--- config.mk ---
export PLATFORM = sky130hd
export DESIGN_NAME = bpe_ctrl
export DESIGN_NICKNAME = d
export VERILOG_FILES = /design/src/hw/rtl/assert_macros.svh /design/src/hw/rtl/bpe_pkg.sv /design/src/hw/rtl/bpe_ctrl.sv
export SDC_FILE = /design/constraint.sdc
export NUM_CORES = 1
export LEC_CHECK = 0
export ABC_AREA = 1
export BUFFER_PORTS_ARGS = -buffer_cell sky130_fd_sc_hd__clkbuf_2
export CAP_MARGIN = 30
export CORE_AREA = 2 2 66 49
export DETAILED_ROUTE_END_ITERATION = 6
export DIE_AREA = 0 0 68 51
export GPL_TIMING_DRIVEN = 0
export PLACE_DENSITY_LB_ADDON = 0.05
export SLEW_MARGIN = 25
export SYNTH_ARGS = -nofsm -noshare
export SYNTH_HDL_FRONTEND = slang
export SYNTH_SLANG_ARGS = --single-unit
--- constraint.sdc ---
create_clock -name clk -period 3.51 [get_ports clk]
set_input_delay 1.053 -clock clk [delete_from_list [all_inputs] [get_ports clk]]
set_output_delay 1.053 -clock clk [all_outputs]
set_load 0.03 [all_outputs]
--- src/hw/rtl/assert_macros.svh ---
// Assertion macros shared by the RTL files.
`ifndef ASSERT_MACROS_SVH
`define ASSERT_MACROS_SVH

`ifndef SYNTHESIS
// Property must hold at every clock edge outside reset.
`define BPE_ASSERT(lbl, clk, rst_n, prop) \
	lbl: assert property (@(posedge clk) disable iff (!rst_n) (prop)) \
		else $error("assertion failed");
// Expression must never be true outside reset.
`define BPE_NEVER(lbl, clk, rst_n, expr) \
	`BPE_ASSERT(lbl, clk, rst_n, !(expr))
`else
`define BPE_ASSERT(lbl, clk, rst_n, prop)
`define BPE_NEVER(lbl, clk, rst_n, expr)
`endif

`endif

--- src/hw/rtl/bpe_pkg.sv ---
// Types, constants and command structs of the Bezier point evaluator.
package bpe_pkg;

	localparam int MAX_POINTS = 16;
	localparam int ADDR_W     = $clog2(MAX_POINTS);
	localparam int CNT_W      = $clog2(MAX_POINTS + 1);

	localparam int COORD_W = 32;
	localparam int IDX_W   = 4;
	localparam int T_W     = 17;
	localparam int NUM_W   = 5;
	localparam int FRAC_W  = 16;

	localparam logic [T_W-1:0] T_ONE = T_W'(1 << FRAC_W);

	// cycles from read issue until the interpolated word is readable
	localparam int WR_LAT    = 4;
	localparam int DRAIN_CYC = WR_LAT - 1;
	localparam int DRAIN_W   = $clog2(DRAIN_CYC + 1);

	typedef enum logic [0:0] {
		OP_LOAD = 1'b0,
		OP_EVAL = 1'b1
	} op_t;

	typedef enum logic [1:0] {
		ST_OK        = 2'd0,
		ST_NO_POINTS = 2'd1,
		ST_T_RANGE   = 2'd2
	} status_t;

	typedef enum logic [0:0] {
		SRC_CTRL = 1'b0,
		SRC_WORK = 1'b1
	} src_t;

	typedef enum logic [2:0] {
		S_IDLE,
		S_PASS,
		S_DRAIN,
		S_WAIT_FIN,
		S_FIN,
		S_ERR
	} state_t;

	typedef struct packed {
		logic              load_we;
		logic              t_load;
		logic              rd_en;
		src_t              rd_src;
		logic              rd_first;
		logic              rd_res;
		logic [ADDR_W-1:0] rd_addr;
		logic              err_load;
		status_t           err_status;
	} bpe_cmd_t;

	typedef struct packed {
		logic out_full;
	} bpe_sts_t;

endpackage

--- src/hw/rtl/bpe_ctrl.sv ---
// Sequencer: walks the interpolation passes and drives the datapath.
module bpe_ctrl import bpe_pkg::*; (
	input  logic             clk,
	input  logic             arst_n,
	input  logic             in_valid,
	output logic             in_ready,
	input  logic             in_op,
	input  logic [IDX_W-1:0] in_idx,
	input  logic [T_W-1:0]   in_t,
	input  logic             cfg_valid,
	output logic             cfg_ready,
	input  logic [NUM_W-1:0] cfg_num,
	input  bpe_sts_t         sts,
	output bpe_cmd_t         cmd
);

	state_t             state_q, state_d;
	logic [NUM_W-1:0]   num_q;
	logic [CNT_W-1:0]   len_q;
	logic [ADDR_W-1:0]  k_q;
	logic               first_pass_q;
	logic [DRAIN_W-1:0] drain_q;
	status_t            err_status_q;

	logic             accept;
	logic             is_eval;
	logic [CNT_W-1:0] n_eff;
	logic             last_k;
	logic             drain_done;

	assign in_ready   = (state_q == S_IDLE);
	assign cfg_ready  = 1'b1;
	assign accept     = in_valid && in_ready;
	assign is_eval    = (in_op == OP_EVAL);
	assign n_eff      = (int'(num_q) > MAX_POINTS) ? CNT_W'(MAX_POINTS) : CNT_W'(num_q);
	assign last_k     = (CNT_W'(k_q) == len_q - CNT_W'(1));
	assign drain_done = (drain_q == DRAIN_W'(DRAIN_CYC - 1));

	always_ff @(posedge clk or negedge arst_n) begin
		if (!arst_n) begin
			num_q <= '0;
		end else if (cfg_valid && cfg_ready) begin
			num_q <= cfg_num;
		end
	end

	always_ff @(posedge clk or negedge arst_n) begin
		if (!arst_n) begin
			state_q <= S_IDLE;
		end else begin
			state_q <= state_d;
		end
	end

	always_ff @(posedge clk or negedge arst_n) begin
		if (!arst_n) begin
			len_q        <= '0;
			k_q          <= '0;
			first_pass_q <= 1'b0;
			drain_q      <= '0;
			err_status_q <= ST_OK;
		end else begin
			drain_q <= (state_q == S_DRAIN) ? drain_q + DRAIN_W'(1) : '0;
			if (state_q == S_IDLE && accept && is_eval) begin
				len_q        <= n_eff;
				k_q          <= '0;
				first_pass_q <= 1'b1;
				err_status_q <= (n_eff == '0) ? ST_NO_POINTS : ST_T_RANGE;
			end else if (state_q == S_PASS) begin
				if (last_k) begin
					k_q          <= '0;
					len_q        <= len_q - CNT_W'(1);
					first_pass_q <= 1'b0;
				end else begin
					k_q <= k_q + ADDR_W'(1);
				end
			end
		end
	end

	always_comb begin
		state_d = state_q;
		unique case (state_q)
			S_IDLE: begin
				if (accept && is_eval) begin
					if (n_eff == '0 || in_t > T_ONE)
						state_d = S_ERR;
					else if (n_eff == CNT_W'(1))
						state_d = S_WAIT_FIN;
					else
						state_d = S_PASS;
				end
			end
			S_PASS: begin
				// long passes finish their writes before the next pass reads them
				if (last_k)
					state_d = (int'(len_q) >= WR_LAT + 1) ? S_PASS : S_DRAIN;
			end
			S_DRAIN: begin
				if (drain_done)
					state_d = (len_q > CNT_W'(1)) ? S_PASS : S_WAIT_FIN;
			end
			S_WAIT_FIN: begin
				if (!sts.out_full)
					state_d = S_FIN;
			end
			S_FIN: begin
				state_d = S_IDLE;
			end
			S_ERR: begin
				if (!sts.out_full)
					state_d = S_IDLE;
			end
			default: begin
				state_d = S_IDLE;
			end
		endcase
	end

	always_comb begin
		cmd            = '0;
		cmd.rd_src     = first_pass_q ? SRC_CTRL : SRC_WORK;
		cmd.rd_addr    = k_q;
		cmd.err_status = err_status_q;
		unique case (state_q)
			S_IDLE: begin
				cmd.t_load  = accept;
				cmd.load_we = accept && !is_eval && (int'(in_idx) < MAX_POINTS);
			end
			S_PASS: begin
				cmd.rd_en    = 1'b1;
				cmd.rd_first = (k_q == '0);
			end
			S_FIN: begin
				cmd.rd_en  = 1'b1;
				cmd.rd_res = 1'b1;
			end
			S_ERR: begin
				cmd.err_load = !sts.out_full;
			end
			S_DRAIN, S_WAIT_FIN: begin
			end
			default: begin
			end
		endcase
	end

endmodule

==> flow_summary.toml <==
[outcome]
status = "completed"

[sta]
rsz0062_at_grt = "no"
setup_ws_ns = 0.746
worst_slew_pin_slew_ns = 0.538
finClkSkew_ns = 0.00416
drv_slew = 0
period_needed_ns = 2.76
fin_hold_ws_ns = 0.423
tns_ns = 0
fmax_mhz = 362
setup_viol = 0
finalCritPeriodShare = 0.787
slew_headroom = 0.641
final_hold_viol_count = 0

[cells_and_area]
postLayoutCoreUtil = 0.603
regArea_sq_um = 551
fin_cells = 286
synthToLayoutAreaGrowth_pct = 20.6
n_antenna_cell = 0
fill_cells = 288
drive_gt1_frac = 0.262
multiInputGateArea_sq_um = 763
fin_nets = 286

[critical_path]
cp_cell_sequence = "bufinv_8 -> nor3_4 -> inv_1 -> o21ai_0 -> clkbuf_2"
worstPathRequired_ns = 2.46
critical_path_class = "flip-flop to output pin"
crit_fanout = 7
cp-start-kind = "flip-flop"
cp_slowest_stage_delay_ns = 0.40
slowest_stage = "dfrtp_1"
endpoint_kind = "output pin"
cp_data_arrival_time_ns = 1.71

[hold_path]
hold_class = "flip-flop to flip-flop"

[floorplanning]
start_util = 0.500
coreArea_sq_um = 2940
rows = 17
die_x_microns = 68
ioPinCount = 47
die_h_microns = 51
dieArea_sq_um = 3470

[global_route]
antenna_found_initial = 0
grt_pass1_vias = 1207
grt.met2_usage = 0.322
grt_first_pass_wirelength_microns = 5190
grt.met3_usage = 0.0441
grt.total_usage = 0.200
grt_max_degree = 23
busiest_layer = "met2"
overflow = 0
grt_use_met1 = 0.279

[clocking]
root_buffer = "clkbuf_8"
cts_tree = "yes"
clk_path_buf_depth = 2
cts_hold_buf = 0
postCtsSetupBuffers = 0
htree_levels = 1
cts_buffers = 3
cts_resized = 0
clock-sinks = 22
path_clk_slew_ns = 0.08
clk_latency_ns = 0.26

[placement]
globalplace.congestion = 0.850
port_buffers = 40
post-place-ws_ns = 0.816
dpl.cell_count = 282
hpwl_microns = 2510

[logic_synthesis]
netlist_top_cells_count = "nand2_1 (61), inv_1 (23), dfrtp_1 (22)"
netlist_instances = 204
synth_cell_type_count = 30
synth_enable_flop_cells = 0
ys_ff_latch = 22
yosysSeqAreaShare = 0.375
synth_area_leader_cell = "dfrtp_1"
yosysWarnings = 0
synth.area.top_cells = "dfrtp_1 (38%), nand2_1 (16%), nand3_1 (6.8%)"
ys_async_sr_fraction = 1.00
syn_area_per_cell_sq_um = 7.19
yosysTopAreaCellShare = 0.375
syn_area_sq_um = 1470
ys.flop_type = "dfrtp_1"
yosysMostFrequentCell = "nand2_1"
syn_nets = 241

[pwr]
power.switching_uw = 790
p_seq_frac = 0.277
switching_share = 0.509
p_leak_nw = 0.974
vdd_ir_drop_max_uv = 462
combPwrFrac = 0.604
p_int_uw = 761
clkPwrFrac = 0.119
powerDensity_nw_per_um2 = 876

[drt]
first_iter_violations = 25
wl_microns = 3130
ant_nets = 0
viasPerCell = 4.96
drc = 0
avgRoutedWirePerCell_microns = 10.9
via_count = 1419
dr.pass1.iters = 4

[run]
drv_cap = 0
[routing by layer]
layer,up-vias,part of all wire
met3,2,0.070
met4,0,0.0051
met1,637,0.50
met2,42,0.42
met5,-,0
li1,738,-
[cell usage in the layout, fill, tap and decap left out, drive strengths merged]
| cell | Yosys | routed |
|---|---|---|
| nand2 | 65 | 65 |
| clkbuf | 1 | 45 |
| inv | 28 | 28 |
| nor2 | 24 | 24 |
| dfrtp | 22 | 22 |
| nand3 | 22 | 22 |
| o21ai | 13 | 13 |
| o22ai | 5 | 5 |
| ha | 5 | 5 |
| nor3 | 5 | 5 |
| nand4 | 4 | 4 |
| buf | 2 | 2 |
| bufinv | 1 | 1 |
| nor4 | 1 | 1 |
| clkinv | 1 | 1 |
| or2 | 1 | 1 |
| xor2 | 1 | 1 |
| o21a | 1 | 1 |
| xnor2 | 1 | 1 |
| conb | 1 | 1 |
[power by group through the flow]
stage               combinational [mW]  clock (mW)  sequential [mW]
floorplan                        0.682           0            0.469
global placement                 0.929           0            0.433
detailed placement               0.940           0            0.435
CTS                              0.944       0.191            0.429
global route                      1.06       0.199            0.445
finish                           0.936       0.185            0.429
[flip-flops by register name, summed over array words and instances (netlist names)]
register / count
len_q: 5
num_q: 5
k_q: 4
state_q: 3
drain_q: 2
err_status_q: 2
first_pass_q: 1
[area by class of cell]
cell class | instances | share of cell area
repair buffers | 40 | 0.113
multi-input cells | 149 | 0.431
well taps | 38 | 0.0269
flip-flops and latches | 22 | 0.311
clock buffers | 4 | 0.0311
inverters | 30 | 0.0742
plain buffers | 3 | 0.0127
[stage by stage]
| step | total power, mW | area, sq um |
|---|---|---|
| after global routing | 1.70 | 1770 |
| after floorplan | 1.15 | 1470 |
| after CTS | 1.56 | 1770 |
| after global placement | 1.36 | 1720 |
| final | 1.55 | 1770 |
| after detailed placement | 1.38 | 1720 |
[worst max-delay path, delay by kind of cell, from the launching register on]
| kind | cells | cell delay, ns |
|---|---|---|
| AO/OA/AOI/OAI | 1 | 0.10 |
| buffers and inverters | 3 | 0.61 |
| flip-flops | 1 | 0.40 |
| AND/OR/NAND/NOR | 1 | 0.33 |
[kinds of logic after synthesis]
family	synth area share
AND/OR/NAND/NOR	0.392
buffers and inverters	0.105
flip-flops	0.375
AO/OA/AOI/OAI	0.0708
adder cells (fa/ha/maj)	0.0426
XOR/XNOR	0.0119
other	0.00256
[worst paths after layout]
kind | start | to | slack (ns) | cells after the start
setup / recovery | state_q[0] | cmd[10] | 0.75 | 5
hold / removal | drain_q[0] | drain_q[0] | 0.42 | 1
setup reg to reg | len_q[0] | state_q[0] | 1.67 | 13
hold reg to reg | drain_q[0] | drain_q[0] | 0.42 | 1
max in group asynchronous | arst_n | first_pass_q | 2.40 | 1
min in group asynchronous | arst_n | state_q[1] | 0.75 | 1
No activity file was read; power rests on OpenSTA's default activity.
