==> config.mk <==
export PLATFORM = sky130hd
export DESIGN_NAME = bpe_datapath
export DESIGN_NICKNAME = d
export VERILOG_FILES = /design/src/hw/rtl/bpe_pkg.sv /design/src/hw/rtl/bpe_datapath.sv
export VERILOG_INCLUDE_DIRS = /design/src /design/src/hw/rtl
export SDC_FILE = /design/constraint.sdc
export NUM_CORES = 2
export LEC_CHECK = 0
export BUFFER_PORTS_ARGS = -buffer_cell sky130_fd_sc_hd__buf_2
export CORE_MARGIN = 1
export CORE_UTILIZATION = 40
export DETAILED_ROUTE_END_ITERATION = 6
export GPL_ROUTABILITY_DRIVEN = 1
export PLACE_DENSITY_LB_ADDON = 0.1
export REMOVE_ABC_BUFFERS = 1
export SYNTH_ARGS = -nofsm -noshare
export SYNTH_HDL_FRONTEND = slang
export SYNTH_SLANG_ARGS = --single-unit
==> constraint.sdc <==
create_clock -name clk -period 8.5 [get_ports clk]
set_input_delay 2.125 -clock clk [delete_from_list [all_inputs] [get_ports clk]]
set_output_delay 2.125 -clock clk [all_outputs]
set_load 0.01 [all_outputs]
==> src/hw/rtl/assert_macros.svh <==
// Assertion macros shared by the RTL files.
`ifndef ASSERT_MACROS_SVH
`define ASSERT_MACROS_SVH

`ifndef SYNTHESIS
// Property must hold at every clock edge outside reset.
`define BPE_ASSERT(lbl, clk, rst_n, prop) \
	lbl: assert property (@(posedge clk) disable iff (!rst_n) (prop)) \
		else $error("assertion failed");
// Expression must never be true outside reset.
`define BPE_NEVER(lbl, clk, rst_n, expr) \
	`BPE_ASSERT(lbl, clk, rst_n, !(expr))
`else
`define BPE_ASSERT(lbl, clk, rst_n, prop)
`define BPE_NEVER(lbl, clk, rst_n, expr)
`endif

`endif

==> src/hw/rtl/bpe_pkg.sv <==
// Types, constants and command structs of the Bezier point evaluator.
package bpe_pkg;

	localparam int MAX_POINTS = 16;
	localparam int ADDR_W     = $clog2(MAX_POINTS);
	localparam int CNT_W      = $clog2(MAX_POINTS + 1);

	localparam int COORD_W = 32;
	localparam int IDX_W   = 4;
	localparam int T_W     = 17;
	localparam int NUM_W   = 5;
	localparam int FRAC_W  = 16;

	localparam logic [T_W-1:0] T_ONE = T_W'(1 << FRAC_W);

	// cycles from read issue until the interpolated word is readable
	localparam int WR_LAT    = 4;
	localparam int DRAIN_CYC = WR_LAT - 1;
	localparam int DRAIN_W   = $clog2(DRAIN_CYC + 1);

	typedef enum logic [0:0] {
		OP_LOAD = 1'b0,
		OP_EVAL = 1'b1
	} op_t;

	typedef enum logic [1:0] {
		ST_OK        = 2'd0,
		ST_NO_POINTS = 2'd1,
		ST_T_RANGE   = 2'd2
	} status_t;

	typedef enum logic [0:0] {
		SRC_CTRL = 1'b0,
		SRC_WORK = 1'b1
	} src_t;

	typedef enum logic [2:0] {
		S_IDLE,
		S_PASS,
		S_DRAIN,
		S_WAIT_FIN,
		S_FIN,
		S_ERR
	} state_t;

	typedef struct packed {
		logic              load_we;
		logic              t_load;
		logic              rd_en;
		src_t              rd_src;
		logic              rd_first;
		logic              rd_res;
		logic [ADDR_W-1:0] rd_addr;
		logic              err_load;
		status_t           err_status;
	} bpe_cmd_t;

	typedef struct packed {
		logic out_full;
	} bpe_sts_t;

endpackage

==> src/hw/rtl/bpe_datapath.sv <==
// Point stores, interpolation pipeline and result register.
`include "assert_macros.svh"

module bpe_datapath import bpe_pkg::*; (
	input  logic                      clk,
	input  logic                      arst_n,
	input  bpe_cmd_t                  cmd,
	output bpe_sts_t                  sts,
	input  logic [IDX_W-1:0]          in_idx,
	input  logic signed [COORD_W-1:0] in_x,
	input  logic signed [COORD_W-1:0] in_y,
	input  logic [T_W-1:0]            in_t,
	output logic                      out_valid,
	input  logic                      out_ready,
	output logic signed [COORD_W-1:0] out_x,
	output logic signed [COORD_W-1:0] out_y,
	output status_t                   out_status
);

	localparam int PROD_W = COORD_W + T_W + 2;

	logic [COORD_W-1:0] ctrl_x_mem [MAX_POINTS];
	logic [COORD_W-1:0] ctrl_y_mem [MAX_POINTS];
	logic [COORD_W-1:0] work_x_mem [MAX_POINTS];
	logic [COORD_W-1:0] work_y_mem [MAX_POINTS];

	logic [T_W-1:0] t_q;

	// stage 1: read data and tags
	logic [COORD_W-1:0] cx_s1, cy_s1, wx_s1, wy_s1;
	logic               vld_s1, first_s1, res_s1;
	src_t               src_s1;
	logic [ADDR_W-1:0]  addr_s1;
	logic [COORD_W-1:0] bx, by;
	logic [COORD_W-1:0] prev_x_q, prev_y_q;

	// stage 2: difference
	logic signed [COORD_W:0] dx_s2, dy_s2;
	logic [COORD_W-1:0]      ax_s2, ay_s2;
	logic                    vld_s2;
	logic [ADDR_W-1:0]       addr_s2;

	// stage 3: product
	logic signed [PROD_W-1:0] px_s3, py_s3;
	logic [COORD_W-1:0]       ax_s3, ay_s3;
	logic                     vld_s3;
	logic [ADDR_W-1:0]        addr_s3;

	logic signed [T_W:0] t_ext;

	logic full_q;

	assign t_ext = signed'({1'b0, t_q});

	always_ff @(posedge clk) begin
		if (cmd.t_load)
			t_q <= in_t;
	end

	always_ff @(posedge clk) begin
		if (cmd.load_we) begin
			ctrl_x_mem[ADDR_W'(in_idx)] <= in_x;
			ctrl_y_mem[ADDR_W'(in_idx)] <= in_y;
		end
		if (cmd.rd_en) begin
			cx_s1 <= ctrl_x_mem[cmd.rd_addr];
			cy_s1 <= ctrl_y_mem[cmd.rd_addr];
		end
	end

	always_ff @(posedge clk) begin
		if (vld_s3) begin
			// a + floor(t * (b - a) / 2^16), wrapped to the coordinate width
			work_x_mem[addr_s3] <= ax_s3 + px_s3[FRAC_W +: COORD_W];
			work_y_mem[addr_s3] <= ay_s3 + py_s3[FRAC_W +: COORD_W];
		end
		if (cmd.rd_en) begin
			wx_s1 <= work_x_mem[cmd.rd_addr];
			wy_s1 <= work_y_mem[cmd.rd_addr];
		end
	end

	always_ff @(posedge clk or negedge arst_n) begin
		if (!arst_n) begin
			vld_s1   <= 1'b0;
			first_s1 <= 1'b0;
			res_s1   <= 1'b0;
			vld_s2   <= 1'b0;
			vld_s3   <= 1'b0;
		end else begin
			vld_s1   <= cmd.rd_en && !cmd.rd_res;
			first_s1 <= cmd.rd_first;
			res_s1   <= cmd.rd_en && cmd.rd_res;
			vld_s2   <= vld_s1 && !first_s1;
			vld_s3   <= vld_s2;
		end
	end

	assign bx = (src_s1 == SRC_CTRL) ? cx_s1 : wx_s1;
	assign by = (src_s1 == SRC_CTRL) ? cy_s1 : wy_s1;

	always_ff @(posedge clk) begin
		src_s1  <= cmd.rd_src;
		addr_s1 <= cmd.rd_addr;
		if (vld_s1) begin
			prev_x_q <= bx;
			prev_y_q <= by;
		end
		dx_s2   <= signed'({bx[COORD_W-1], bx}) - signed'({prev_x_q[COORD_W-1], prev_x_q});
		dy_s2   <= signed'({by[COORD_W-1], by}) - signed'({prev_y_q[COORD_W-1], prev_y_q});
		ax_s2   <= prev_x_q;
		ay_s2   <= prev_y_q;
		addr_s2 <= addr_s1 - ADDR_W'(1);
		px_s3   <= PROD_W'(dx_s2 * t_ext);
		py_s3   <= PROD_W'(dy_s2 * t_ext);
		ax_s3   <= ax_s2;
		ay_s3   <= ay_s2;
		addr_s3 <= addr_s2;
	end

	// result register
	always_ff @(posedge clk or negedge arst_n) begin
		if (!arst_n) begin
			full_q <= 1'b0;
		end else if (res_s1 || cmd.err_load) begin
			full_q <= 1'b1;
		end else if (out_valid && out_ready) begin
			full_q <= 1'b0;
		end
	end

	always_ff @(posedge clk) begin
		if (res_s1) begin
			out_x      <= bx;
			out_y      <= by;
			out_status <= ST_OK;
		end else if (cmd.err_load) begin
			out_x      <= '0;
			out_y      <= '0;
			out_status <= cmd.err_status;
		end
	end

	assign out_valid    = full_q;
	assign sts.out_full = full_q;

	`BPE_NEVER(a_res_overwrite, clk, arst_n, res_s1 && full_q)
	`BPE_NEVER(a_two_results, clk, arst_n, res_s1 && cmd.err_load)
	`BPE_ASSERT(a_full_source, clk, arst_n, $rose(full_q) |-> $past(res_s1 || cmd.err_load))

endmodule

==> impl_metrics.toml <==
[run_status]
outcome = "completed"

[flow_run]
max_cap_viol_count = 0

[drt]
antenna_left = 0
drt_iter0_drc = 5084
wire_per_inst_um = 25.7
dr.pass1.iters = 5
num_vias = 70900
avgViaCountPerCell = 5.21
remaining_drc_errors = 0
drt_wl_total_mm = 349

[synthesis]
synthesis.area_um2 = 135000
async_flop_share = 0.00231
ys_ff_latch = 2600
syn-instance-count = 8629
yosysSeqAreaShare = 0.559
synth_edf_count = 2321
syn_area_per_cell_um2 = 15.6
synth_cell_types = 82
ys_warn_count = 0
ys_dominant_reg_cell = "edfxtp_1"

[placed_design]
placed_area_um2 = 142000
gp_congestion = 0.802
io_buffers = 168
hpwl_mm = 222
place_ws_ns = 0.970

[cells_and_area]
syn_to_final_growth_pct = 12.2
fin_util = 0.452
final_nets = 10400
design_area_um2 = 151000
fillers = 29400
layout-drive-gt1-share = 0.167

[grt]
grt_pass1_vias = 76900
grtUsageTotal = 0.209
grt_max_degree = 126
antenna_found_initial = 59
overflow = 0
grt_pass1_wl_mm = 521

[floorplanning]
start_util = 0.403
core_area_um2 = 334000
die_h_um = 582
ios = 169
die_x_um = 582
fp.dieArea_um2 = 339000
fp-row-count = 212

[timing]
fin_skew_ns = 0.0735
fmax_mhz = 133
finalCriticalPeriod_ns = 7.53
finalSetupTns_ns = 0
finalWorstSetupSlack_ns = 0.971
report.final.setup_viol = 0
hold_viol_final = 0
slew_viol_final = 0
slew-limit-headroom = 0.102
fin_crit_sh = 0.886
tightest_slew_ns = 1.34
rsz0062_at_grt = "false"

[worst_setup_path]
crit_slowest_cell = "edfxtp_1"
critPathMaxFanout = 22
critPathRequiredTime_ns = 9.26
slowest_delay_ns = 0.81
cp_cell_sequence = "buf_4, nand2_1, fa_1, inv_1, fa_1, fa_1, fa_1, fa_1, inv_1, fa_1, inv_1, ha_1, nor2b_1, o21ai_0, and3_1, a21oi_1, a311o_1, o211a_1, o21a_1, nor2_1, o21bai_1, xnor2_1"
cp.arrival_ns = 8.29
start_kind = "flop"
crit_top_cell = "fa_1"
crit_path_end_kind = "flop"
path_class = "flop to flop"

[hold_path]
holdCritPathClass = "flop to flop"

[cts]
numCtsBuffers = 292
htree_levels = 5
clk_latency_ns = 0.90
path_clk_slew_ns = 0.06
ctsHoldBuffers = 0
cts_root_buffer = "clkbuf_16"
cts_tree = "yes"
cts_setup_buffers = 0
cts_buffer_depth = 4
clkSinkCount = 2600
post_cts_resized = 0
==> per-layer routing <==
metal	routed length, µm	GRT usage	share of wire
met4	6570	0.0411	0.019
met1	156000	0.295	0.45
met3	16700	0.0276	0.048
met5	181	0	0.00052
met2	170000	0.348	0.49
==> final cells by class <==
class                           count  area [µm²]  share of cell area
Tap cell                         4387        5490              0.0364
Clock buffer                      389        7980              0.0529
Inverter                         1303        4890              0.0324
Sequential cell                  2600       75300               0.499
Antenna cell                       20        50.0            0.000331
Clock inverter                    137        1190             0.00791
Timing Repair Buffer              374        2700              0.0179
Multi-Input combinational cell   4378       53400               0.353
==> worst paths after layout <==
kind	from	end	slack, ns	depth (start not counted)
setup / recovery	t_q[10]	px_s3[47]	0.97	22
hold / removal	ax_s2[14]	ax_s3[14]	0.31	0
setup reg to reg	t_q[10]	px_s3[47]	0.97	22
hold reg to reg	ax_s2[14]	ax_s3[14]	0.31	0
max in group asynchronous	arst_n	vld_s1	7.22	1
min in group asynchronous	arst_n	first_s1	1.11	1
==> flip-flops by register name, summed over array words and instances, names as in the netlist, 32 cells and up <==
name and cells:
ax_s2 32, ax_s3 32, ay_s2 32, ay_s3 32
ctrl_x_mem 512, ctrl_y_mem 512, cx_s1 32, cy_s1 32
dx_s2 33, dy_s2 33, out_x 32, out_y 32
prev_x_q 32, prev_y_q 32, px_s3 32, py_s3 32
work_x_mem 512, work_y_mem 512, wx_s1 32, wy_s1 32
==> worst max-delay path, delay by kind of cell (launching register included) <==
kind	cells	cell delay [ns]
flops	1	0.81
xor+xnor	1	0.13
simple gates	4	0.75
buf+inv	4	0.64
fa+ha+maj	7	3.24
compound gates	6	1.82
==> cell families after synthesis <==
kind of cell             synth area share
multiplexers                        0.111
adder cells (fa/ha/maj)             0.186
AND/OR/NAND/NOR                    0.0620
AO/OA/AOI/OAI                      0.0239
flip-flops                          0.559
XOR/XNOR                           0.0117
buffers and inverters              0.0461
==> Yosys cell counts (3+ instances only) <==
library cell,number,area share
o31a_1,5,0.00033
a211oi_1,32,0.0018
or3_1,10,0.00046
nand2b_1,31,0.0014
clkbuf_1,290,0.0081
o21a_1,47,0.0026
or2_2,6,0.00028
a21boi_0,7,0.00039
fa_1,1032,0.15
edfxtp_1,2321,0.52
dfxtp_1,273,0.041
nor3_1,50,0.0019
nand2_1,551,0.015
o21ai_0,60,0.0022
and2_1,699,0.032
and4_1,9,0.00059
a211o_1,4,0.00026
buf_1,55,0.0015
nor2_1,148,0.0041
nand3b_1,5,0.00028
xor2_1,47,0.0031
a31oi_1,13,0.00060
mux4_2,625,0.10
mux2i_1,21,0.0016
o211ai_1,9,0.00050
nor2b_1,48,0.0022
nor4_1,3,0.00014
inv_1,1302,0.036
a21oi_1,160,0.0059
nand4_1,9,0.00042
ha_1,347,0.032
a221oi_1,4,0.00026
dfrtp_1,6,0.0011
o21bai_1,14,0.00078
a31o_2,8,0.00052
a21o_1,61,0.0034
nand3_1,28,0.0010
o31ai_1,6,0.00033
mux2_2,60,0.0050
o22ai_1,6,0.00028
and3_1,9,0.00042
xnor2_1,133,0.0087
o2111ai_1,7,0.00046
a311o_1,3,0.00022
o21ai_1,20,0.00074
==> cell usage in the layout (no fill, tap or decap), drive strengths merged, types with 60 or more instances in the layout <==
cell	Yosys	final
clkinv	0	106
a21oi	161	161
xnor2	133	133
inv	1303	1314
dfxtp	273	273
nand2	552	552
mux2	60	60
fa	1032	1032
mux4	625	625
nor2	149	149
and2	699	699
a21o	62	62
o21ai	81	81
edfxtp	2321	2321
ha	347	347
buf	58	373
clkbuf	290	390
==> per-stage QoR <==
stage | cells | hold slack [ns]
finish | 13600 | 0.307
global route | 13600 | 0.322
CTS | 13600 | 0.313
detailed placement | 13000 | 0.312
global placement | 13000 | 0.310
floorplan | 8281 | 0.310
Power is left out: the tool's default activity adds up to more than one toggle a clock period on the data nets, which glitch-free logic cannot reach.
